--- config.mk ---
export PLATFORM = sky130hd
export DESIGN_NAME = periodic_image_replicator
export DESIGN_NICKNAME = d
export VERILOG_FILES = /design/src/rtl/pir_pkg.sv /design/src/rtl/periodic_image_replicator.sv
export SDC_FILE = /design/constraint.sdc
export NUM_CORES = 1
export LEC_CHECK = 0
export BUFFER_PORTS_ARGS = -buffer_cell sky130_fd_sc_hd__buf_2
export CELL_PAD_IN_SITES_DETAIL_PLACEMENT = 0
export CELL_PAD_IN_SITES_GLOBAL_PLACEMENT = 1
export CORE_AREA = 2 2 329 331
export DETAILED_ROUTE_END_ITERATION = 7
export DIE_AREA = 0 0 331 333
export PLACE_DENSITY_LB_ADDON = 0.1
export SETUP_SLACK_MARGIN = 0.4
export SYNTH_ARGS = -nofsm -noshare
export SYNTH_HDL_FRONTEND = slang
export SYNTH_SLANG_ARGS = --single-unit
--- constraint.sdc ---
create_clock -name clk -period 15.65 [get_ports clk]
set_clock_uncertainty 0.15 [all_clocks]
set_input_delay 2.3475 -clock clk [delete_from_list [all_inputs] [get_ports clk]]
set_output_delay 2.3475 -clock clk [all_outputs]
set_load 0.005 [all_outputs]
--- src/rtl/pir_pkg.sv ---
// ----------------------------------------------------------------------------
// pir_pkg: shared types and constants for the periodic image replicator
// Field widths, register indexes, per-atom metadata and the image order table.
// ----------------------------------------------------------------------------
`default_nettype none

package pir_pkg;

  // Default parameter values
  localparam int MAX_LABELS_DEF  = 4;
  localparam int COORD_WIDTH_DEF = 32;

  // Fixed field widths
  localparam int LABEL_SLOTS = 4;
  localparam int LABEL_W     = 8;
  localparam int LCOUNT_W    = 3;
  localparam int CELL_W      = 31;
  localparam int TYPE_W      = 8;
  localparam int MOL_W       = 16;
  localparam int TIDX_W      = 2;
  localparam int CODE_W      = 3;
  localparam int NUM_IMAGES  = 8;
  localparam int IMG_IDX_W   = 3;
  localparam int CFG_IDX_W   = 3;
  localparam int CFG_DATA_W  = 32;

  // Configuration register indexes
  typedef enum logic [CFG_IDX_W-1:0] {
    REG_MODE        = 3'd0,
    REG_CELL_X      = 3'd1,
    REG_CELL_Y      = 3'd2,
    REG_CELL_Z      = 3'd3,
    REG_LABEL_COUNT = 3'd4,
    REG_LABEL_TABLE = 3'd5
  } cfg_reg_t;

  // Operating modes
  localparam logic MODE_FILTER   = 1'b0;
  localparam logic MODE_KEEP_ALL = 1'b1;

  // Per-atom data that is fixed for all of its images
  typedef struct packed {
    logic [TIDX_W-1:0] tidx;
    logic [MOL_W-1:0]  midx;
    logic [MOL_W-1:0]  mol;
    logic [CODE_W-1:0] signs;   // bit set: reference coordinate negative
  } atom_meta_t;

  // Image code for each emission slot: 0,1,2,4,3,5,6,7
  function automatic logic [CODE_W-1:0] image_order(input logic [IMG_IDX_W-1:0] k);
    logic [CODE_W-1:0] code;
    case (k)
      3'd3:    code = 3'd4;
      3'd4:    code = 3'd3;
      default: code = k;
    endcase
    return code;
  endfunction

endpackage

`default_nettype wire

--- src/rtl/periodic_image_replicator.sv ---
// ----------------------------------------------------------------------------
// periodic_image_replicator: emit each kept atom with its seven periodic images
// Filters atoms by type label, numbers molecules densely, and shifts the
// coordinates by the cell lengths with saturation.
// ----------------------------------------------------------------------------
//  Channel | Direction | Handshake          | Payload
//  --------+-----------+--------------------+-----------------------------------
//  in      | input     | in_valid/in_ready  | pos_x/y/z, atom_type, molecule_number
//  out     | output    | out_valid/out_ready| out_x/y/z, type_index, molecule_index,
//          |           |                    | molecule_original, image_code, last
//  cfg     | input     | cfg_we             | cfg_index, cfg_data
//
//  A kept atom produces eight words, one per cycle while the output is not
//  stalled, set by the image counter that walks the held atom register. An
//  atom is taken while the previous one's final image moves to the output
//  register; a filtered-out atom is accepted and dropped without any words.
//  Synchronous reset clears config, molecule state and all valid flags.
//  A stalled output holds the output register and the image counter.
// ----------------------------------------------------------------------------
`default_nettype none

module periodic_image_replicator
  import pir_pkg::*;
#(
  parameter int MAX_LABELS  = MAX_LABELS_DEF,
  parameter int COORD_WIDTH = COORD_WIDTH_DEF
) (
  input  wire logic                          clk,
  input  wire logic                          rst,
  // configuration
  input  wire logic                          cfg_we,
  input  wire logic [CFG_IDX_W-1:0]          cfg_index,
  input  wire logic [CFG_DATA_W-1:0]         cfg_data,
  // input channel
  input  wire logic                          in_valid,
  output logic                               in_ready,
  input  wire logic signed [COORD_WIDTH-1:0] pos_x,
  input  wire logic signed [COORD_WIDTH-1:0] pos_y,
  input  wire logic signed [COORD_WIDTH-1:0] pos_z,
  input  wire logic [TYPE_W-1:0]             atom_type,
  input  wire logic [MOL_W-1:0]              molecule_number,
  // output channel
  output logic                               out_valid,
  input  wire logic                          out_ready,
  output logic signed [COORD_WIDTH-1:0]      out_x,
  output logic signed [COORD_WIDTH-1:0]      out_y,
  output logic signed [COORD_WIDTH-1:0]      out_z,
  output logic [TIDX_W-1:0]                  type_index,
  output logic [MOL_W-1:0]                   molecule_index,
  output logic [MOL_W-1:0]                   molecule_original,
  output logic [CODE_W-1:0]                  image_code,
  output logic                               last
);

  localparam int EFF_SLOTS = (MAX_LABELS < LABEL_SLOTS) ? MAX_LABELS : LABEL_SLOTS;
  localparam int SUM_W     = ((COORD_WIDTH > CELL_W) ? COORD_WIDTH : CELL_W) + 2;
  localparam logic signed [SUM_W-1:0] SAT_HI =
    {{(SUM_W-COORD_WIDTH+1){1'b0}}, {(COORD_WIDTH-1){1'b1}}};
  localparam logic signed [SUM_W-1:0] SAT_LO = ~SAT_HI;

  // Configuration registers
  logic                          mode;
  logic [CELL_W-1:0]             cell_x;
  logic [CELL_W-1:0]             cell_y;
  logic [CELL_W-1:0]             cell_z;
  logic [LCOUNT_W-1:0]           label_count;
  logic [LABEL_SLOTS*LABEL_W-1:0] label_table;

  // Molecule tracking state
  logic              ref_valid;
  logic [MOL_W-1:0]  ref_molecule;
  logic [CODE_W-1:0] ref_signs;
  logic [MOL_W-1:0]  molecule_count;

  // Held atom
  logic                          atom_valid;
  logic signed [COORD_WIDTH-1:0] atom_x;
  logic signed [COORD_WIDTH-1:0] atom_y;
  logic signed [COORD_WIDTH-1:0] atom_z;
  atom_meta_t                    atom_meta;
  atom_meta_t                    atom_meta_next;
  logic [IMG_IDX_W-1:0]          img_idx;

  logic              in_take;
  logic              keep;
  logic [TIDX_W-1:0] hit_idx;
  logic              new_mol;
  logic [CODE_W-1:0] in_signs;
  logic              advance;
  logic              final_img;
  logic [CODE_W-1:0] code;
  logic signed [COORD_WIDTH-1:0] img_x;
  logic signed [COORD_WIDTH-1:0] img_y;
  logic signed [COORD_WIDTH-1:0] img_z;

  // Write configuration registers
  always_ff @(posedge clk) begin
    if (rst) begin
      mode        <= MODE_FILTER;
      cell_x      <= '0;
      cell_y      <= '0;
      cell_z      <= '0;
      label_count <= '0;
      label_table <= '0;
    end else if (cfg_we) begin
      unique case (cfg_reg_t'(cfg_index))
        REG_MODE:        mode        <= cfg_data[0];
        REG_CELL_X:      cell_x      <= cfg_data[CELL_W-1:0];
        REG_CELL_Y:      cell_y      <= cfg_data[CELL_W-1:0];
        REG_CELL_Z:      cell_z      <= cfg_data[CELL_W-1:0];
        REG_LABEL_COUNT: label_count <= cfg_data[LCOUNT_W-1:0];
        REG_LABEL_TABLE: label_table <= cfg_data[LABEL_SLOTS*LABEL_W-1:0];
        default: ;
      endcase
    end
  end

  // Match the type against the active labels, first hit wins
  always_comb begin
    logic hit;
    hit     = 1'b0;
    hit_idx = '0;
    for (int i = 0; i < LABEL_SLOTS; i++) begin
      if (!hit && (i < EFF_SLOTS) && (LCOUNT_W'(i) < label_count) &&
          (label_table[i*LABEL_W +: LABEL_W] == atom_type)) begin
        hit     = 1'b1;
        hit_idx = TIDX_W'(i);
      end
    end
    keep = (mode == MODE_KEEP_ALL) || hit;
  end

  // Molecule numbering and reference signs for the incoming atom
  always_comb begin
    new_mol  = !ref_valid || (ref_molecule != molecule_number);
    in_signs = {pos_z[COORD_WIDTH-1], pos_y[COORD_WIDTH-1], pos_x[COORD_WIDTH-1]};
    atom_meta_next.tidx  = (mode == MODE_KEEP_ALL) ? '0 : hit_idx;
    atom_meta_next.mol   = molecule_number;
    atom_meta_next.signs = new_mol ? in_signs : ref_signs;
    atom_meta_next.midx  = new_mol ? molecule_count : molecule_count - MOL_W'(1);
  end

  // Output register loads when empty or being drained
  assign advance   = atom_valid && (!out_valid || out_ready);
  assign final_img = (img_idx == IMG_IDX_W'(NUM_IMAGES - 1));
  assign in_ready  = !atom_valid || (advance && final_img);
  assign in_take   = in_valid && in_ready;

  // Update molecule state on each kept atom
  always_ff @(posedge clk) begin
    if (rst) begin
      ref_valid      <= 1'b0;
      ref_molecule   <= '0;
      ref_signs      <= '0;
      molecule_count <= '0;
    end else if (in_take && keep) begin
      ref_valid    <= 1'b1;
      ref_molecule <= molecule_number;
      ref_signs    <= atom_meta_next.signs;
      if (new_mol) begin
        molecule_count <= molecule_count + MOL_W'(1);
      end
    end
  end

  // Hold the atom and walk its images
  always_ff @(posedge clk) begin
    if (rst) begin
      atom_valid <= 1'b0;
      img_idx    <= '0;
    end else if (in_take) begin
      atom_valid <= keep;
      img_idx    <= '0;
    end else if (advance) begin
      atom_valid <= !final_img;
      img_idx    <= img_idx + IMG_IDX_W'(1);
    end
  end

  always_ff @(posedge clk) begin
    if (in_take) begin
      atom_x    <= pos_x;
      atom_y    <= pos_y;
      atom_z    <= pos_z;
      atom_meta <= atom_meta_next;
    end
  end

  // Shift one axis by its cell length and saturate
  function automatic logic signed [COORD_WIDTH-1:0] shift_axis(
    input logic signed [COORD_WIDTH-1:0] p,
    input logic [CELL_W-1:0]             cell_len,
    input logic                          sel,
    input logic                          neg_ref
  );
    logic signed [SUM_W-1:0] pw;
    logic signed [SUM_W-1:0] cw;
    logic signed [SUM_W-1:0] sum;
    logic signed [COORD_WIDTH-1:0] res;
    pw  = SUM_W'(p);
    cw  = $signed({{(SUM_W-CELL_W){1'b0}}, cell_len});
    sum = neg_ref ? pw + cw : pw - cw;
    if (!sel) begin
      res = p;
    end else if (sum > SAT_HI) begin
      res = SAT_HI[COORD_WIDTH-1:0];
    end else if (sum < SAT_LO) begin
      res = SAT_LO[COORD_WIDTH-1:0];
    end else begin
      res = sum[COORD_WIDTH-1:0];
    end
    return res;
  endfunction

  // Form the current image
  always_comb begin
    code  = image_order(img_idx);
    img_x = shift_axis(atom_x, cell_x, code[0], atom_meta.signs[0]);
    img_y = shift_axis(atom_y, cell_y, code[1], atom_meta.signs[1]);
    img_z = shift_axis(atom_z, cell_z, code[2], atom_meta.signs[2]);
  end

  // Output valid flag
  always_ff @(posedge clk) begin
    if (rst) begin
      out_valid <= 1'b0;
    end else if (advance) begin
      out_valid <= 1'b1;
    end else if (out_ready) begin
      out_valid <= 1'b0;
    end
  end

  // Output word
  always_ff @(posedge clk) begin
    if (advance) begin
      out_x             <= img_x;
      out_y             <= img_y;
      out_z             <= img_z;
      type_index        <= atom_meta.tidx;
      molecule_index    <= atom_meta.midx;
      molecule_original <= atom_meta.mol;
      image_code        <= code;
      last              <= final_img;
    end
  end

endmodule

`default_nettype wire

Yosys cells after proc, flatten, opt, wreduce, memory -nomap -nowiden --
Index checks and enable logic that the tools add are counted. Widths: inputs -> output; s select.
Storage, ports and cells: output and inout port bits 136, bits of input ports 160, bits in writable memories 0, bits in latches 0, memory bits (read-only) 0, memories 0, register bits after elaboration 437
Cells by class: bitwise logic cells 0, $add $sub $neg 9, equal/unequal tests 13, reduce and logical (&&, ||, !) cells 33, muxes and demuxes 26, multipliers 0, shift operators 0, order comparisons 10, divide/modulo/power cells 0
Operators by type and width (count):
- $mux 32 | 9
- $gt 34x32->1 const B | 3
- $lt 34x32->1 const B | 3
- $mux 34 | 3
- $add 32x32->33 | 3
- $sub 32x32->33 | 3
- $eq 8x8->1 | 4
- $add 16x1->16 const B | 1
- $mux 16 | 1
- $ne 16x16->1 | 1
- $sub 16x1->16 const B | 1
- $reduce_and 2->1 | 7
- $eq 3x3->1 const B | 4
- $logic_and 1x1->1 | 11
- $eq 3x2->1 const B | 3
- $mux 1 | 9
- $logic_not 1->1 | 7
- $lt 1x3->1 const A | 2
- $lt 2x3->1 const A | 2
- $pmux 3 s2 | 1
- $logic_or 1x1->1 | 4
- $mux 2 | 2
- $reduce_bool 2->1 | 2
- $add 3x1->3 const B | 1
- 4 further kinds | 4

Depth between registers and ports, before layout --
depth in word-level cells 18, depth in mapped cells 22, gate-level depth less buffers 19

Least setup slack after synthesis --
No wires, ideal clock.
path type input-to-reg, from input port out_ready, to register molecule_count[11], setup slack 7.295 ns, path buffers 3, required time 15.430 ns, cell stages on the path 12, arrival 8.134 ns, cells stage by stage nand2b_1 nand2_1 nand2_1 and2_1 clkbuf_1 a21bo_2 clkbuf_1 nand2b_4 or3_1 clkbuf_1 or3_1 a21oi_1
On the way: word-level cells in the longest chain between the ends 7
Ends and longest elaborated chain:
- from (decl) | RTL line periodic_image_replicator.sv:44 | input wire logic out_ready,
- $logic_or 1x1->1 | RTL line periodic_image_replicator.sv:144 | assign advance = atom_valid && (!out_valid || out_ready);
- $logic_and 1x1->1 | RTL line periodic_image_replicator.sv:144
- $logic_and 1x1->1 | RTL line periodic_image_replicator.sv:146 | assign in_ready = !atom_valid || (advance && final_img);
- $logic_or 1x1->1 | RTL line periodic_image_replicator.sv:146
- via in_ready | RTL line periodic_image_replicator.sv:36 | output logic in_ready,
- $logic_and 1x1->1 | RTL line periodic_image_replicator.sv:147 | assign in_take = in_valid && in_ready;
- via in_take | RTL line periodic_image_replicator.sv:84 | logic in_take;
- $logic_and 1x1->1 | RTL line periodic_image_replicator.sv:156 | end else if (in_take && keep) begin
- $reduce_and 2->1 (no source line)
- to (signal assigned) | RTL line periodic_image_replicator.sv:161 | molecule_count <= molecule_count + MOL_W'(1);
- to (decl) | RTL line periodic_image_replicator.sv:73 | logic [MOL_W-1:0] molecule_count;
The timed path passes the listed nets, and every way through them passes these cells. A chain may end at the register's enable or synchronous reset.

Worst setup path in the final report --
from register cell_z[7], to register out_z[25] (data pin)
On the way: word-level cells in the longest chain between the ends 6, elaborated cells between the ends (all ways) 8, those cells by class 2 x add/sub; 2 x order compare; 4 x mux
Ends and longest elaborated chain:
- from (decl) | RTL line periodic_image_replicator.sv:65 | logic [CELL_W-1:0] cell_z;
- from (signal assigned) | RTL line periodic_image_replicator.sv:110 | REG_CELL_Z: cell_z <= cfg_data[CELL_W-1:0];
- $sub 32x32->33 / $add 32x32->33 (equally long branches) | RTL line periodic_image_replicator.sv:202 | sum = neg_ref ? pw + cw : pw - cw;
- $mux 34 (*) | RTL line periodic_image_replicator.sv:202
- $lt 34x32->1 | RTL line periodic_image_replicator.sv:207 | end else if (sum < SAT_LO) begin
- $mux 32 | RTL line periodic_image_replicator.sv:207
- $mux 32 (*) | RTL line periodic_image_replicator.sv:205 | end else if (sum > SAT_HI) begin
- $mux 32 (*) | RTL line periodic_image_replicator.sv:203 | if (!sel) begin
- via img_z[25] | RTL line periodic_image_replicator.sv:94 | logic signed [COORD_WIDTH-1:0] img_z;
- to (signal assigned) | RTL line periodic_image_replicator.sv:239 | out_z <= img_z;
- to (decl) | RTL line periodic_image_replicator.sv:47 | output logic signed [COORD_WIDTH-1:0] out_z,
Mark *: on every way through the listed nets, which the timed path passes. The rest lies on a longest branch.

==> report_table.html <==
<table>
<tr><th>Metric</th><th>Value</th></tr>
<tr><th colspan="2">Outcome</th></tr>
<tr><td>Run status</td><td>finished, final reports clean</td></tr>
<tr><th colspan="2">STA</th></tr>
<tr><td>Share of the clock period used by the worst path after layout</td><td>39.7%</td></tr>
<tr><td>Final setup violating endpoints</td><td>0</td></tr>
<tr><td>TNS Setup</td><td>0 ns</td></tr>
<tr><td>Transition time at the pin with the least slew margin</td><td>1.15 ns</td></tr>
<tr><td>Setup repair after global routing missed its margin</td><td>false</td></tr>
<tr><td>Final hold slack</td><td>about 0.27 ns</td></tr>
<tr><td>Peak clock frequency supported by timing</td><td>around 0.16 GHz</td></tr>
<tr><td>Final count of hold timing violations</td><td>0</td></tr>
<tr><td>Minimum clock period after layout</td><td>roughly 6.2 ns</td></tr>
<tr><td>Final Max Tran Viols</td><td>0</td></tr>
<tr><td>Max-Slew Margin vs Limit</td><td>between 20% and 30%</td></tr>
<tr><th colspan="2">Cells and area</th></tr>
<tr><td>Fraction of layout cells with a size suffix above 1</td><td>16.8%</td></tr>
<tr><td>Highest-count cells in the layout ignoring fill and taps</td><td>403 x sky130_fd_sc_hd__nand2_1, 313 x sky130_fd_sc_hd__a21oi_1, 294 x sky130_fd_sc_hd__buf_2</td></tr>
<tr><td>Most common cell after layout, fill and taps aside</td><td>sky130_fd_sc_hd__nand2_1</td></tr>
<tr><td>Number of filler cells placed in the layout</td><td>around 11k</td></tr>
<tr><td>Area growth from synthesis to layout</td><td>19.9%</td></tr>
<tr><td>Net count reported at finish</td><td>slightly above 3k</td></tr>
<tr><td>Area taken by flip-flops and latches</td><td>roughly 11000 sq um</td></tr>
<tr><td>Post-route insts no fill</td><td>between 4k and 5k</td></tr>
<tr><td>Area of combinational cells with multiple inputs</td><td>~12000 sq um</td></tr>
<tr><th colspan="2">Placement</th></tr>
<tr><td>Final RePlAce weighted congestion</td><td>just over 0.8</td></tr>
<tr><td>Estimated wirelength of the detail-placed design</td><td>approximately 63000 microns</td></tr>
<tr><td>DP Cell Count</td><td>~4.2k</td></tr>
<tr><td>Count of buffers inserted at the top-level ports</td><td>a little under 300</td></tr>
<tr><th colspan="2">Floorplan</th></tr>
<tr><td>Num rows</td><td>120</td></tr>
<tr><td>Die outline width</td><td>331 microns</td></tr>
<tr><td>Core area</td><td>107000 sq um</td></tr>
<tr><td>Y dimension of the die</td><td>roughly 330 microns</td></tr>
<tr><td>Area of the die</td><td>~110000 sq um</td></tr>
<tr><td>Effective utilization at floorplan</td><td>a little under a quarter</td></tr>
<tr><td>Count of pins on the block boundary</td><td>slightly below 300</td></tr>
<tr><th colspan="2">Drt</th></tr>
<tr><td>Via Count</td><td>between 15k and 20k</td></tr>
<tr><td>Mean routed wirelength per cell</td><td>between 15 and 20 microns</td></tr>
<tr><td>Remaining DRCs</td><td>0</td></tr>
<tr><td>Number of nets with antenna violations after detailed routing</td><td>0</td></tr>
<tr><td>Length of the first detailed-routing pass in iterations</td><td>5</td></tr>
<tr><td>Initial drt markers</td><td>about 1000</td></tr>
<tr><td>Vias per Instance</td><td>between 4 and 5</td></tr>
<tr><td>Total Wirelength</td><td>approximately 83000 microns</td></tr>
<tr><th colspan="2">Clocking</th></tr>
<tr><td>CTS max path bufs</td><td>3</td></tr>
<tr><td>Cts hold-fix bufs</td><td>0</td></tr>
<tr><td>Sinks on Clock Net</td><td>around 440</td></tr>
<tr><td>Worst skew pair latency</td><td>0.68 ns</td></tr>
<tr><td>Clock Pin Slew Worst Setup and Hold Paths</td><td>about 0.060 ns</td></tr>
<tr><td>Buffer count from post-CTS setup fixing</td><td>0</td></tr>
<tr><td>Number of buffers created by CTS</td><td>57</td></tr>
<tr><td>Number of gates resized after cts</td><td>0</td></tr>
<tr><td>TritonCTS clock tree</td><td>done</td></tr>
<tr><td>Root buf cell</td><td>sky130_fd_sc_hd__clkbuf_16</td></tr>
<tr><td>Count of H-tree levels built during CTS</td><td>2</td></tr>
<tr><th colspan="2">Pwr</th></tr>
<tr><td>Overall power</td><td>between 3 and 4 mW</td></tr>
<tr><td>Proportion of total power due to net switching</td><td>a little under a third</td></tr>
<tr><td>Power density over cell area</td><td>around 120 nW/um^2</td></tr>
<tr><td>Combinational power share</td><td>between 20 and 25%</td></tr>
<tr><td>Largest voltage drop on the vdd net</td><td>roughly 0.082 mV</td></tr>
<tr><td>Total internal power</td><td>2.30 mW</td></tr>
<tr><td>Clock power frac</td><td>roughly two fifths</td></tr>
<tr><td>Leakage power</td><td>around 12 nW</td></tr>
<tr><td>Sw power</td><td>about 1.1 mW</td></tr>
<tr><td>Sequential Power Share</td><td>38.0%</td></tr>
<tr><th colspan="2">GRT</th></tr>
<tr><td>Grt total ovfl</td><td>0</td></tr>
<tr><td>Maximum number of pins on one net before global-route repair</td><td>90</td></tr>
<tr><td>Wire length of the first global-routing pass</td><td>124000 microns</td></tr>
<tr><td>Number of antenna violations at the first check in global routing</td><td>18</td></tr>
<tr><td>Total track usage</td><td>14.9%</td></tr>
<tr><td>Vias in the first global route</td><td>about 20k</td></tr>
<tr><th colspan="2">Setup path</th></tr>
<tr><td>Signal arrival time at the worst endpoint</td><td>~6.6 ns</td></tr>
<tr><td>Worst setup EP type</td><td>flop</td></tr>
<tr><td>Max Fanout on Critical Path</td><td>42</td></tr>
<tr><td>Crit path launch type</td><td>flop</td></tr>
<tr><td>Worst EP required</td><td>about 16 ns</td></tr>
<tr><td>Crit Path Class</td><td>reg2reg</td></tr>
<tr><th colspan="2">Synth</th></tr>
<tr><td>Post-Synth XOR/XNOR Area</td><td>under 10%</td></tr>
<tr><td>Seq/Total Area, Yosys</td><td>46.9%</td></tr>
<tr><td>Count of synthesis-stage warnings from yosys</td><td>0</td></tr>
<tr><td>Syn Nets</td><td>about 2.9k</td></tr>
<tr><td>Syn avg cell area</td><td>roughly 9.5 sq um</td></tr>
<tr><td>Proportion of register bits with asynchronous set or reset after synthesis</td><td>0%</td></tr>
<tr><td>Post-synth EDFFs</td><td>roughly 270</td></tr>
<tr><td>Commonest register cell after synthesis</td><td>sky130_fd_sc_hd__edfxtp_1</td></tr>
<tr><td>Proportion of synthesized area in mux cells</td><td>1.56%</td></tr>
<tr><td>Synthesized-area fraction occupied by adder cells</td><td>~6.8%</td></tr>
<tr><td>Post-synthesis instance total</td><td>2574</td></tr>
<tr><td>Flip-flop and latch count after synthesis</td><td>between 400 and 500</td></tr>
<tr><td>Count of different cell masters after synthesis</td><td>83</td></tr>
<tr><td>Main combinational cell family by area after synthesis</td><td>compound AO/OA/AOI/OAI gates</td></tr>
<tr><td>Post-Synth Simple-Gate Area</td><td>approximately 16%</td></tr>
<tr><td>Netlist Area Pre-Place</td><td>roughly 24000 sq um</td></tr>
<tr><td>Synthesized-area fraction occupied by ao, oa, aoi and oai cells</td><td>~17%</td></tr>
<tr><th colspan="2">Worst hold path</th></tr>
<tr><td>Type of the worst min-delay path</td><td>reg2reg</td></tr>
<tr><th colspan="2">Flow run</th></tr>
<tr><td>MaxCap Viol Count</td><td>0</td></tr>
</table>
-- metal layers --
metal	vias up	track usage (%)	part of all wire [%]
li1	9705	-	-
met1	9330	20.7	48
met2	354	23.4	44
met3	107	2.82	4.7
met4	22	4.03	2.2
met5	-	0	0.16
-- area by class of cell --
class | instances | share of cell area, %
Multi-Input combinational cell | 1952 | 41.8
Clock inverter | 31 | 1.09
Clock buffer | 76 | 5.51
Antenna cell | 1 | 0.00858
Tap cell | 1403 | 6.02
Sequential cell | 437 | 39.1
Inverter | 64 | 0.840
Timing Repair Buffer | 317 | 5.63
-- Yosys cell counts (all sizes together), types with 3 or more instances --
| cell type | count | area share [%] |
|---|---|---|
| o31ai | 13 | 0.40 |
| nand2b | 22 | 0.60 |
| a21oi | 314 | 6.5 |
| buf | 22 | 0.62 |
| edfxtp | 267 | 33 |
| nand4 | 30 | 0.83 |
| or3 | 14 | 0.38 |
| mux2i | 30 | 1.2 |
| and3 | 16 | 0.41 |
| a211oi | 12 | 0.37 |
| nor2 | 199 | 3.1 |
| o2111ai | 4 | 0.14 |
| nor3 | 49 | 1.0 |
| nand3 | 30 | 0.62 |
| o21ai | 149 | 3.4 |
| xnor2 | 116 | 4.2 |
| and2 | 14 | 0.36 |
| a21o | 56 | 1.7 |
| a21boi | 4 | 0.12 |
| nor2b | 18 | 0.46 |
| o21bai | 10 | 0.31 |
| dfxtp | 170 | 14 |
| o31a | 5 | 0.18 |
| o21a | 27 | 0.83 |
| a211o | 5 | 0.18 |
| mux2 | 7 | 0.32 |
| ha | 125 | 6.4 |
| o22ai | 3 | 0.077 |
| nor4 | 29 | 0.86 |
| fa | 3 | 0.25 |
| a2111oi | 3 | 0.11 |
| or4 | 6 | 0.20 |
| a31oi | 32 | 0.85 |
| inv | 63 | 0.97 |
| xor2 | 133 | 4.8 |
| o211ai | 22 | 0.68 |
| clkbuf | 99 | 1.5 |
| nand2 | 405 | 6.3 |
| or2 | 11 | 0.29 |
-- sequential cells by signal (all words and copies together), names as in the netlist, 2 cells and up --
name               count
atom_meta             37
atom_x                32
atom_y                32
atom_z                32
label_table           32
out_x                 32
out_y                 32
out_z                 32
cell_x                31
cell_y                31
cell_z                31
molecule_count        16
molecule_index        16
molecule_original     16
ref_molecule          16
image_code             3
img_idx                3
label_count            3
ref_signs              3
type_index             2
-- logic make-up after synthesis --
group / Yosys count
muxes: 37
and+or+nand+nor: 852
adders and majority gates: 130
DFF: 437
buffers and inverters: 185
AOI/OAI and AO/OA: 684
xor gates and xnor gates: 249
-- through the flow --
stage,cell area (sq um),setup WS (ns),utilization (%)
floorplan,24300,7.30,-
global placement,27300,9.50,25.6
detailed placement,27300,9.46,25.6
CTS,29200,9.39,27.4
global route,29200,8.90,27.4
finish,29200,9.44,27.4
-- power by group through the flow --
stage / clock network [mW] / logic [mW] / registers (mW)
finish: 1.33 / 0.752 / 1.28
global route: 1.43 / 0.845 / 1.28
CTS: 1.39 / 0.761 / 1.28
detailed placement: 0 / 0.758 / 1.30
global placement: 0 / 0.756 / 1.30
floorplan: 0 / 0.549 / 1.29
-- path summary, 6_finish.rpt --
path	slack, ns	start	endpoint	depth (start not counted)
worst max-delay path	9.44	cell_z[7]	out_z[25]	18
worst min-delay path	0.27	atom_meta[35]	type_index[0]	0
worst max register to register	9.44	cell_z[7]	out_z[25]	18
worst min register to register	0.27	atom_meta[35]	type_index[0]	0
-- critical path, cell delays in order, from the launching register on --
cell and delay [ns]:
sky130_fd_sc_hd__dfxtp_1 0.35, sky130_fd_sc_hd__or4_4 0.56, sky130_fd_sc_hd__or3_4 0.37, sky130_fd_sc_hd__nor4_1 0.75, sky130_fd_sc_hd__a21oi_1 0.19, sky130_fd_sc_hd__xor2_1 0.32
sky130_fd_sc_hd__ha_1 0.34, sky130_fd_sc_hd__and2_1 0.19, sky130_fd_sc_hd__o31ai_1 0.22, sky130_fd_sc_hd__o21a_1 0.18, sky130_fd_sc_hd__a21oi_1 0.07, sky130_fd_sc_hd__a311oi_1 0.43
sky130_fd_sc_hd__a21oi_1 0.23, sky130_fd_sc_hd__o41a_1 0.44, sky130_fd_sc_hd__nand4_4 0.10, sky130_fd_sc_hd__buf_4 0.37, sky130_fd_sc_hd__o21ai_2 0.25, sky130_fd_sc_hd__buf_4 0.31
sky130_fd_sc_hd__o21ai_2 0.15
No activity file was read; power rests on OpenSTA's default activity.
